File: config.mk
export PLATFORM = sky130hd
export DESIGN_NAME = chf_cordic_stage
export DESIGN_NICKNAME = d
export VERILOG_FILES = /design/src/hdl/compass_heading_from_field_unit_assert.svh /design/src/hdl/chf_pkg.sv /design/src/hdl/chf_cordic_stage.sv
export SDC_FILE = /design/constraint.sdc
export NUM_CORES = 1
export LEC_CHECK = 0
export BUFFER_PORTS_ARGS = -buffer_cell sky130_fd_sc_hd__buf_2
export CORE_UTILIZATION = 25
export DETAILED_ROUTE_END_ITERATION = 7
export SYNTH_ARGS = -nofsm -noshare
export SYNTH_HDL_FRONTEND = slang
export SYNTH_SLANG_ARGS = --single-unit
File: constraint.sdc
create_clock -name clock -period 4.5 [get_ports clock]
set_input_delay 0.225 -clock clock [delete_from_list [all_inputs] [get_ports clock]]
set_output_delay 0.225 -clock clock [all_outputs]
set_load 0.01 [all_outputs]
File: src/hdl/compass_heading_from_field_unit_assert.svh
// ============================================================================
// Compass heading unit assertion macros
// Concurrent assertion shorthands for the compass heading unit.
// ============================================================================
`ifndef COMPASS_HEADING_FROM_FIELD_UNIT_ASSERT_SVH
`define COMPASS_HEADING_FROM_FIELD_UNIT_ASSERT_SVH

// Same-cycle implication, disabled while reset is high.
`define CHF_ASSERT_IMPLY(label, clk, rst, ante, cons) \
   label: assert property (@(posedge clk) disable iff (rst) (ante) |-> (cons)) \
      else $error("compass heading unit: same-cycle check failed");

// Next-cycle implication, disabled while reset is high.
`define CHF_ASSERT_NEXT(label, clk, rst, ante, cons) \
   label: assert property (@(posedge clk) disable iff (rst) (ante) |=> (cons)) \
      else $error("compass heading unit: next-cycle check failed");

`endif

File: src/hdl/chf_pkg.sv
// ============================================================================
// Compass heading package
// Shared constants, control type and the CORDIC arctangent table.
// ============================================================================
`timescale 1ns / 1ps

package chf_pkg;

   localparam int CHF_SAMPLE_WIDTH  = 16;
   localparam int CHF_CORDIC_STAGES = 16;

   // Samples are scaled by 2^8 before the first rotation.
   localparam int GUARD_BITS = 8;

   // Angle accumulator in units of 2^-16 degree.
   localparam int ANGLE_WIDTH = 27;
   localparam logic signed [ANGLE_WIDTH-1:0] ANGLE_90  = ANGLE_WIDTH'(90 * 65536);
   localparam logic signed [ANGLE_WIDTH-1:0] ANGLE_180 = ANGLE_WIDTH'(180 * 65536);

   // Rounding to 2^-7 degree: add half an LSB, then shift.
   localparam int ROUND_SHIFT = 9;
   localparam int ROUND_BIAS  = 1 << (ROUND_SHIFT - 1);

   // Fine heading in units of 1/7680 degree.
   localparam int FINE_WIDTH  = 25;
   localparam int FULL_CIRCLE = 360 * 7680;

   // A reduced fine heading fits in 22 bits; 7680 = 15 * 2^9.
   localparam int MOD_WIDTH   = 22;
   localparam int DEG_SHIFT   = 9;
   localparam int QUOT_WIDTH  = MOD_WIDTH - DEG_SHIFT;

   // Division by 15 as a reciprocal multiply, exact for inputs below 10082.
   localparam int DIV15_MULT  = 8739;
   localparam int DIV15_SHIFT = 17;
   localparam int PROD_WIDTH  = 27;

   localparam int HEADING_WIDTH = 9;
   localparam int DECL_WIDTH    = 15;

   typedef struct packed {
      logic valid;
      logic hold;
   } chf_ctrl_type;

   // round(atan(2^-i) * 180 / pi * 2^16)
   function automatic logic signed [ANGLE_WIDTH-1:0] chf_atan(input int idx);
      logic signed [ANGLE_WIDTH-1:0] val;
      case (idx)
         0:       val = ANGLE_WIDTH'(2949120);
         1:       val = ANGLE_WIDTH'(1740967);
         2:       val = ANGLE_WIDTH'(919879);
         3:       val = ANGLE_WIDTH'(466945);
         4:       val = ANGLE_WIDTH'(234379);
         5:       val = ANGLE_WIDTH'(117304);
         6:       val = ANGLE_WIDTH'(58666);
         7:       val = ANGLE_WIDTH'(29335);
         8:       val = ANGLE_WIDTH'(14668);
         9:       val = ANGLE_WIDTH'(7334);
         10:      val = ANGLE_WIDTH'(3667);
         11:      val = ANGLE_WIDTH'(1833);
         12:      val = ANGLE_WIDTH'(917);
         13:      val = ANGLE_WIDTH'(458);
         14:      val = ANGLE_WIDTH'(229);
         15:      val = ANGLE_WIDTH'(115);
         16:      val = ANGLE_WIDTH'(57);
         17:      val = ANGLE_WIDTH'(29);
         18:      val = ANGLE_WIDTH'(14);
         19:      val = ANGLE_WIDTH'(7);
         20:      val = ANGLE_WIDTH'(4);
         21:      val = ANGLE_WIDTH'(2);
         22:      val = ANGLE_WIDTH'(1);
         default: val = '0;
      endcase
      return val;
   endfunction

endpackage

File: src/hdl/chf_cordic_stage.sv
// ============================================================================
// CORDIC vectoring stage
// One registered micro-rotation toward y = 0 with its angle update.
// ============================================================================
`timescale 1ns / 1ps

module chf_cordic_stage
   import chf_pkg::*;
#(
   parameter int DATA_WIDTH = CHF_SAMPLE_WIDTH + GUARD_BITS + 3,
   parameter int SHIFT      = 0
) (
   input  logic                          clock,
   input  logic                          reset,
   input  logic                          load,
   input  chf_ctrl_type                  up_ctrl,
   input  logic signed [DATA_WIDTH-1:0]  up_x,
   input  logic signed [DATA_WIDTH-1:0]  up_y,
   input  logic signed [ANGLE_WIDTH-1:0] up_z,
   output chf_ctrl_type                  dn_ctrl,
   output logic signed [DATA_WIDTH-1:0]  dn_x,
   output logic signed [DATA_WIDTH-1:0]  dn_y,
   output logic signed [ANGLE_WIDTH-1:0] dn_z
);

   localparam logic signed [ANGLE_WIDTH-1:0] STEP_ANGLE = chf_atan(SHIFT);

   chf_ctrl_type                  ctrl_ff;
   logic signed [DATA_WIDTH-1:0]  x_ff, x_in;
   logic signed [DATA_WIDTH-1:0]  y_ff, y_in;
   logic signed [ANGLE_WIDTH-1:0] z_ff, z_in;
   logic signed [DATA_WIDTH-1:0]  dx, dy;

   // Axis cases arrive with an exact angle and pass through untouched.
   always_comb begin
      dx = up_y >>> SHIFT;
      dy = up_x >>> SHIFT;
      if (up_ctrl.hold) begin
         x_in = up_x;
         y_in = up_y;
         z_in = up_z;
      end else if (!up_y[DATA_WIDTH-1]) begin
         x_in = up_x + dx;
         y_in = up_y - dy;
         z_in = up_z + STEP_ANGLE;
      end else begin
         x_in = up_x - dx;
         y_in = up_y + dy;
         z_in = up_z - STEP_ANGLE;
      end
   end

   always_ff @(posedge clock) begin
      if (reset) begin
         ctrl_ff <= '0;
      end else if (load) begin
         ctrl_ff <= up_ctrl;
      end
   end

   always_ff @(posedge clock) begin
      if (load) begin
         x_ff <= x_in;
         y_ff <= y_in;
         z_ff <= z_in;
      end
   end

   assign dn_ctrl = ctrl_ff;
   assign dn_x    = x_ff;
   assign dn_y    = y_ff;
   assign dn_z    = z_ff;

endmodule

==> results of run 1 <==
cells in the final DEF, fill, tap and decap left out, types with 15 or more instances in the layout:
cell type,n
buf_2,167
a21oi_1,76
inv_1,85
a211oi_1,19
a21o_1,15
o21ai_0,93
nand3_1,15
edfxtp_1,81
ha_1,87
nor3_1,21
nor2_1,87
xnor2_1,31
nand2_1,75
mux2i_1,15
synth_stat cells, drive strengths merged (17+ instances only):
master	count	area share, %
a21o	17	1.6
nand2	75	3.4
xnor2	31	3.2
a21oi	77	4.6
inv	87	3.9
a211oi	19	1.7
o21ai	99	6.0
clkbuf	33	2.7
edfxtp	81	29
nor2	88	4.0
ha	87	13
nor3	21	1.3
how the worst max path moves through the flow:
stage                  start                 end  slack [ns]  cells past startpoint
finish              up_x[12]  dn_x[19]$_DFFE_PP_        1.30                     11
global route        up_x[12]  dn_x[19]$_DFFE_PP_        1.12                     11
CTS                 up_x[12]  dn_x[19]$_DFFE_PP_        1.41                     11
detailed placement  up_x[12]  dn_x[19]$_DFFE_PP_        1.02                     11
global placement    up_x[12]  dn_x[19]$_DFFE_PP_        1.16                     11
floorplan           up_y[26]  dn_z[26]$_DFFE_PP_        1.27                     13
critical path: stages:
cell	delay, ns
buf_2	0.13
inv_1	0.05
ha_1	0.50
nor4_1	0.48
nand3_1	0.13
a211o_1	0.31
a311oi_1	0.46
o21ai_0	0.25
a21oi_1	0.22
mux2_2	0.35
a221oi_1	0.24
state kept, by name, indices dropped and copies added, names as in the netlist:
name	count
dn_ctrl	2
dn_x	27
dn_y	27
dn_z	27
through the flow:
step / area [µm²] / hold slack [ns] / util [%] / power, µW / instances
after global placement: 9490 / 0.402 / 29.0 / 1990 / 1544
after CTS: 9790 / 0.0178 / 29.9 / 2800 / 1560
final: 9800 / 0.0342 / 30.0 / 2780 / 1564
after floorplan: 8370 / 0.297 / - / 1660 / 975
after detailed placement: 9490 / 0.403 / 29.0 / 1990 / 1544
after global routing: 9800 / 0.0230 / 30.0 / 2940 / 1564
logic make-up after synthesis:
kind of cell | synth area share, %
buffers and inverters | 7.65
XOR/XNOR | 4.60
adder cells (fa/ha/maj) | 14.0
AO/OA/AOI/OAI | 26.6
AND/OR/NAND/NOR | 15.5
flip-flops | 29.5
multiplexers | 2.20
metal layers:
metal,up-vias,GRT usage (%),wire (µm)
li1,3821,-,-
met1,3651,21.4,12600
met2,302,24.1,12000
met3,52,3.91,2270
met4,14,7.04,682
met5,-,0,78
power groups by stage:
stage	clock network (µW)	logic [µW]	registers (µW)
after detailed placement	0	990	998
after global placement	0	989	996
after floorplan	0	615	1050
final	795	1000	980
after global routing	850	1100	990
after CTS	824	997	982
cell type report:
type                            count  area (µm²)  share of cell area, %
Clock buffer                        9         225                   2.30
Antenna cell                        4        10.0                  0.102
Tap cell                          442         553                   5.64
Timing Repair Buffer              173         881                   8.99
Sequential cell                    83        2470                   25.2
Multi-Input combinational cell    758        5260                   53.6
Inverter                           88         330                   3.37
Clock inverter                      7        73.8                  0.753
==> metrics.cfg, run 1 <==
[setup_path]
critical_path.reg2reg.endpoint=dn_ctrl[1]$_SDFFE_PP0P_
critPathArrivalTime_ns=3.36
cp-end-kind=flip-flop
timing.setup.critical_path_class=primary input to flip-flop
timing.critical_path.from_type=primary input
ff2ff_path_depth=2
crit_required_ns=4.66
cp_max_fo=14
r2r_start=dn_ctrl[1]$_SDFFE_PP0P_
timing.reg2reg.setup_slack_ns=3.92

[outcome]
run_status=complete, no violations

[clocking]
tritoncts=yes
cts_sinks=83
cts_setup_buffers=0
cts_made_buffers=9
maximum_clock_path_buffer_count=2
post_cts_resized=0
hold_buffers=0
worstSkewPairLatency_ns=0.36
clock_tree.htree_level_count=3
cts.clk_slew.worst_paths_ns=0.07
cts_root_buf=clkbuf_16

[grt]
grt_pass1_vias=7384
grt_start_max_net_pins=56
global_route_wire_length_before_repair_um=41700
number_of_antenna_violations_at_the_first_check_in_global_routing=11
globalRoute.totalOverflow=0
grt_use_total_pct=16.0

[synth]
synthesis.instances=975
syn-cell-area_mm2=0.00837
fraction_of_registers_with_async_set_reset_pct=0
synthesis.area_per_instance_um2=8.58
postSynth.topFlopCell=edfxtp_1
ffs_latches_synth=83
yosysSeqAreaShare_pct=29.5
yosysWarningCount=0
netlist-cell-type-count=91
synth-edff-count=81
syn-num-nets=1152

[placed_design]
post-dp-hpwl_um=21200
gp_congestion=0.955
placement.io_buffers=168
pre_cts_slack_ns=1.02

[route]
detail_route.wirelength_um=27600
wl_per_cell_um=17.6
detailedRoute.firstPassIterationCount=5
drcViolationCount=0
drt-vias-per-instance=5.01
count_of_antenna_violating_nets_left_after_detailed_routing=0
num_vias=7840
starting_drt_drc_count=745

[sta]
final.setup_skew_ns=0
final.period_utilization_pct=71.1
setup_violations=0
rsz0062_at_grt=false
final.min_clock_period_ns=3.20
tightest_slew_ns=0.938
drv_slew=0
achievable_freq_mhz=313
setup_total_negative_slack_ns=0
slew_headroom_pct=37.1
final.setup.worst_slack_ns=1.30
final_hold_viol_count=0

[cells_and_area]
num-nets-final=1290
fill_cell_total_of_the_finished_layout=3521
area_delta_synth_final_pct=17.1
drive_gt1_share_pct=20.4

[pwr]
leakagePower_uw=0.00426
power.clock.fraction_pct=28.6
irDropWorstVdd_v=0.000132
p_sw_uw=1000
power_density_mw_per_mm2=284
sequentialPowerShare_pct=35.3
p_int_uw=1770
switching_portion_of_total_power_pct=36.1
power.share.combinational_pct=36.1

[floorplan]
die_height_um=185
io_pins=169
dieArea_mm2=0.0342
starting_density_of_the_core_pct=25.6
floorplan.die.width_um=185
placementRows=66
core_mm2=0.0327

[min_path]
hold_depth=1
timing.hold.worst.start=up_z[11]
hold_class=primary input to flip-flop
hold_end=dn_z[11]$_DFFE_PP_

[run]
number_of_maximum_capacitance_constraint_violations=0

(Power assumes the default switching activity.)
==> run 2, diff against run 1 <==
==> constraint.sdc (replaced) <==
create_clock -name clock -period 2.56 [get_ports clock]
set_input_delay 0.128 -clock clock [delete_from_list [all_inputs] [get_ports clock]]
set_output_delay 0.128 -clock clock [all_outputs]
set_load 0.01 [all_outputs]
==> metrics.cfg, run 2 (same netlist as run 1, synthesis figures left out) <==
[outcome]
run_status=complete, no violations

[sta]
final_hold_viol_count=0
finalHoldWorstSlack_ns=0.0588
achievable_freq_mhz=403
final.setup_skew_ns=0
tightest_slew_ns=0.591
slew_headroom_pct=60.6
rsz0062_at_grt=true
setup_violations=0
final.min_clock_period_ns=2.48
final.period_utilization_pct=96.9
drv_slew=0

[setup_path]
critical_path.cell_chain=buf_2 -> ha_1 -> fa_2 -> and2b_2 -> o311a_4 -> o211ai_1 -> a211oi_2 -> a21bo_2 -> a22oi_1 -> xnor2_1 -> mux2i_1
slowest_delay_ns=0.36
critPathTopFamily=compound AO/OA/AOI/OAI gates
timing.setup.critical_path_class=primary input to flip-flop
cpMaxStageDelayCell=fa_2
crit_required_ns=2.67
critical_path.reg2reg.endpoint=dn_ctrl[1]$_SDFFE_PP0P_
timing.reg2reg.setup_slack_ns=1.42
crit_buf_inv=1
critPathArrivalTime_ns=2.59
cp-end-kind=flip-flop
r2r_start=dn_ctrl[1]$_SDFFE_PP0P_
cp_max_fo=4
ff2ff_path_depth=3
timing.critical_path.from_type=primary input

[grt]
number_of_antenna_violations_at_the_first_check_in_global_routing=6
grt_pass1_vias=8339
grt_start_max_net_pins=46
grt_use_total_pct=17.5
global_route_wire_length_before_repair_um=45800
globalRoute.totalOverflow=0

[clocking]
maximum_clock_path_buffer_count=2
worstSkewPairLatency_ns=0.36
cts.clk_slew.worst_paths_ns=0.07
clock_tree.htree_level_count=3
cts_root_buf=clkbuf_16
cts_made_buffers=9
tritoncts=yes
cts_sinks=83

[floorplan]
die_height_um=185
dieArea_mm2=0.0342
placementRows=66
io_pins=169
starting_density_of_the_core_pct=25.6
core_mm2=0.0327
floorplan.die.width_um=185

[route]
count_of_antenna_violating_nets_left_after_detailed_routing=0
drt-vias-per-instance=4.89
starting_drt_drc_count=527
detail_route.wirelength_um=29800
wl_per_cell_um=17.0
drcViolationCount=0
detailedRoute.firstPassIterationCount=5
num_vias=8545

[min_path]
timing.hold.worst.start=up_z[21]
hold_end=dn_z[21]$_DFFE_PP_
hold_depth=3
hold_class=primary input to flip-flop

[cells_and_area]
drive_gt1_share_pct=32.1
fill_cell_total_of_the_finished_layout=3438
seq_area_mm2=0.00247
area_of_combinational_cells_with_multiple_inputs_mm2=0.00539
layout.cells.non_filler=1748
num-nets-final=1474
layout.cells.most_common=buf_4
area_delta_synth_final_pct=36.6
layout.cells.most_common_list=buf_4 (170), buf_2 (167), o21ai_0 (89), inv_1 (85), nor2_1 (85)

[run]
number_of_maximum_capacitance_constraint_violations=0

[pwr]
power_density_mw_per_mm2=476
power.clock.fraction_pct=29.2
p_int_uw=3580
irDropWorstVdd_v=0.000331
p_sw_uw=1850
leakagePower_uw=0.00518
power.share.combinational_pct=39.1
sequentialPowerShare_pct=31.7
switching_portion_of_total_power_pct=34.1
post-layout-total-power_uw=5440

[placed_design]
post-place-cells=1708
placement.io_buffers=168
post-dp-hpwl_um=23400
gp_congestion=0.895

run 2: changes by cell type in the layout (fill, tap and decap cells not counted), sizes merged:
cell and delta:
buf +166, bufinv +2, clkbuf +1, clkinv -1, clkinvlp -1, dlygate4sd3 +18, inv -1
run 2: repair_timing:
| action | in CTS | in global routing |
|---|---|---|
| setup buffers | 0 | 2 |
| gates resized for setup | 1 | 25 |
| pin swaps | 0 | 10 |
| cloned | 0 | 0 |
| hold buffers | 18 | 0 |
| hold endpoints to repair | 18 | 0 |
| endpoints found under the setup margin | 1 | 16 |
run 2: worst min-delay path: stages:
cell and delay, ns:
buf_2 0.09, nand2_1 0.04, o21ai_0 0.05
run 2: worst max-delay path by stage:
| stage | start | end | slack, ns | cells after the start |
|---|---|---|---|---|
| 5_1_grt | up_x[10] | dn_x[22]$_DFFE_PP_ | -0.02 | 13 |
| 2_1_floorplan | up_y[26] | dn_z[26]$_DFFE_PP_ | 0.002 | 13 |
| 3_5_place_dp | up_x[10] | dn_x[19]$_DFFE_PP_ | -0.43 | 11 |
| 4_1_cts | up_x[0] | dn_y[24]$_DFFE_PP_ | 0.008 | 11 |
| 6_report | up_x[0] | dn_y[20]$_DFFE_PP_ | 0.08 | 11 |
| 3_3_place_gp | up_x[10] | dn_x[19]$_DFFE_PP_ | -0.38 | 11 |
run 2: through the flow:
step | setup slack, ns | setup TNS, ns | instance area [µm²] | util (%)
floorplan | 0.00229 | 0 | 8400 | -
global placement | -0.383 | -7.54 | 10800 | 32.9
detailed placement | -0.434 | -8.40 | 10800 | 32.9
CTS | 0.00786 | 0 | 11300 | 34.6
global route | -0.0180 | -0.0187 | 11400 | 34.9
finish | 0.0804 | 0 | 11400 | 35.0
run 2: final cells by class:
cell class              count  area share [%]
diodes                      4          0.0876
clock buffers              10            2.00
clock inverters             6           0.985
inverters                  88            2.93
multi-input cells         758            47.1
flip-flops and latches     83            21.6
well taps                 442            4.84
repair buffers            357            20.4
run 2: power by group through the flow:
| stage | clock network [µW] | registers, µW | logic, µW |
|---|---|---|---|
| 4_1_cts | 1630 | 1730 | 2080 |
| 5_1_grt | 1680 | 1740 | 2320 |
| 6_report | 1590 | 1720 | 2120 |
| 3_5_place_dp | 0 | 1760 | 2040 |
| 3_3_place_gp | 0 | 1750 | 2030 |
| 2_1_floorplan | 0 | 1840 | 1090 |
run 2: per-layer routing:
| metal | part of all wire (%) | GRT usage (%) | vias up |
|---|---|---|---|
| li1 | - | - | 4198 |
| met1 | 45 | 22.7 | 4007 |
| met2 | 45 | 27.9 | 287 |
| met3 | 7.9 | 4.31 | 47 |
| met4 | 2.7 | 6.15 | 6 |
| met5 | 0.10 | 0 | - |
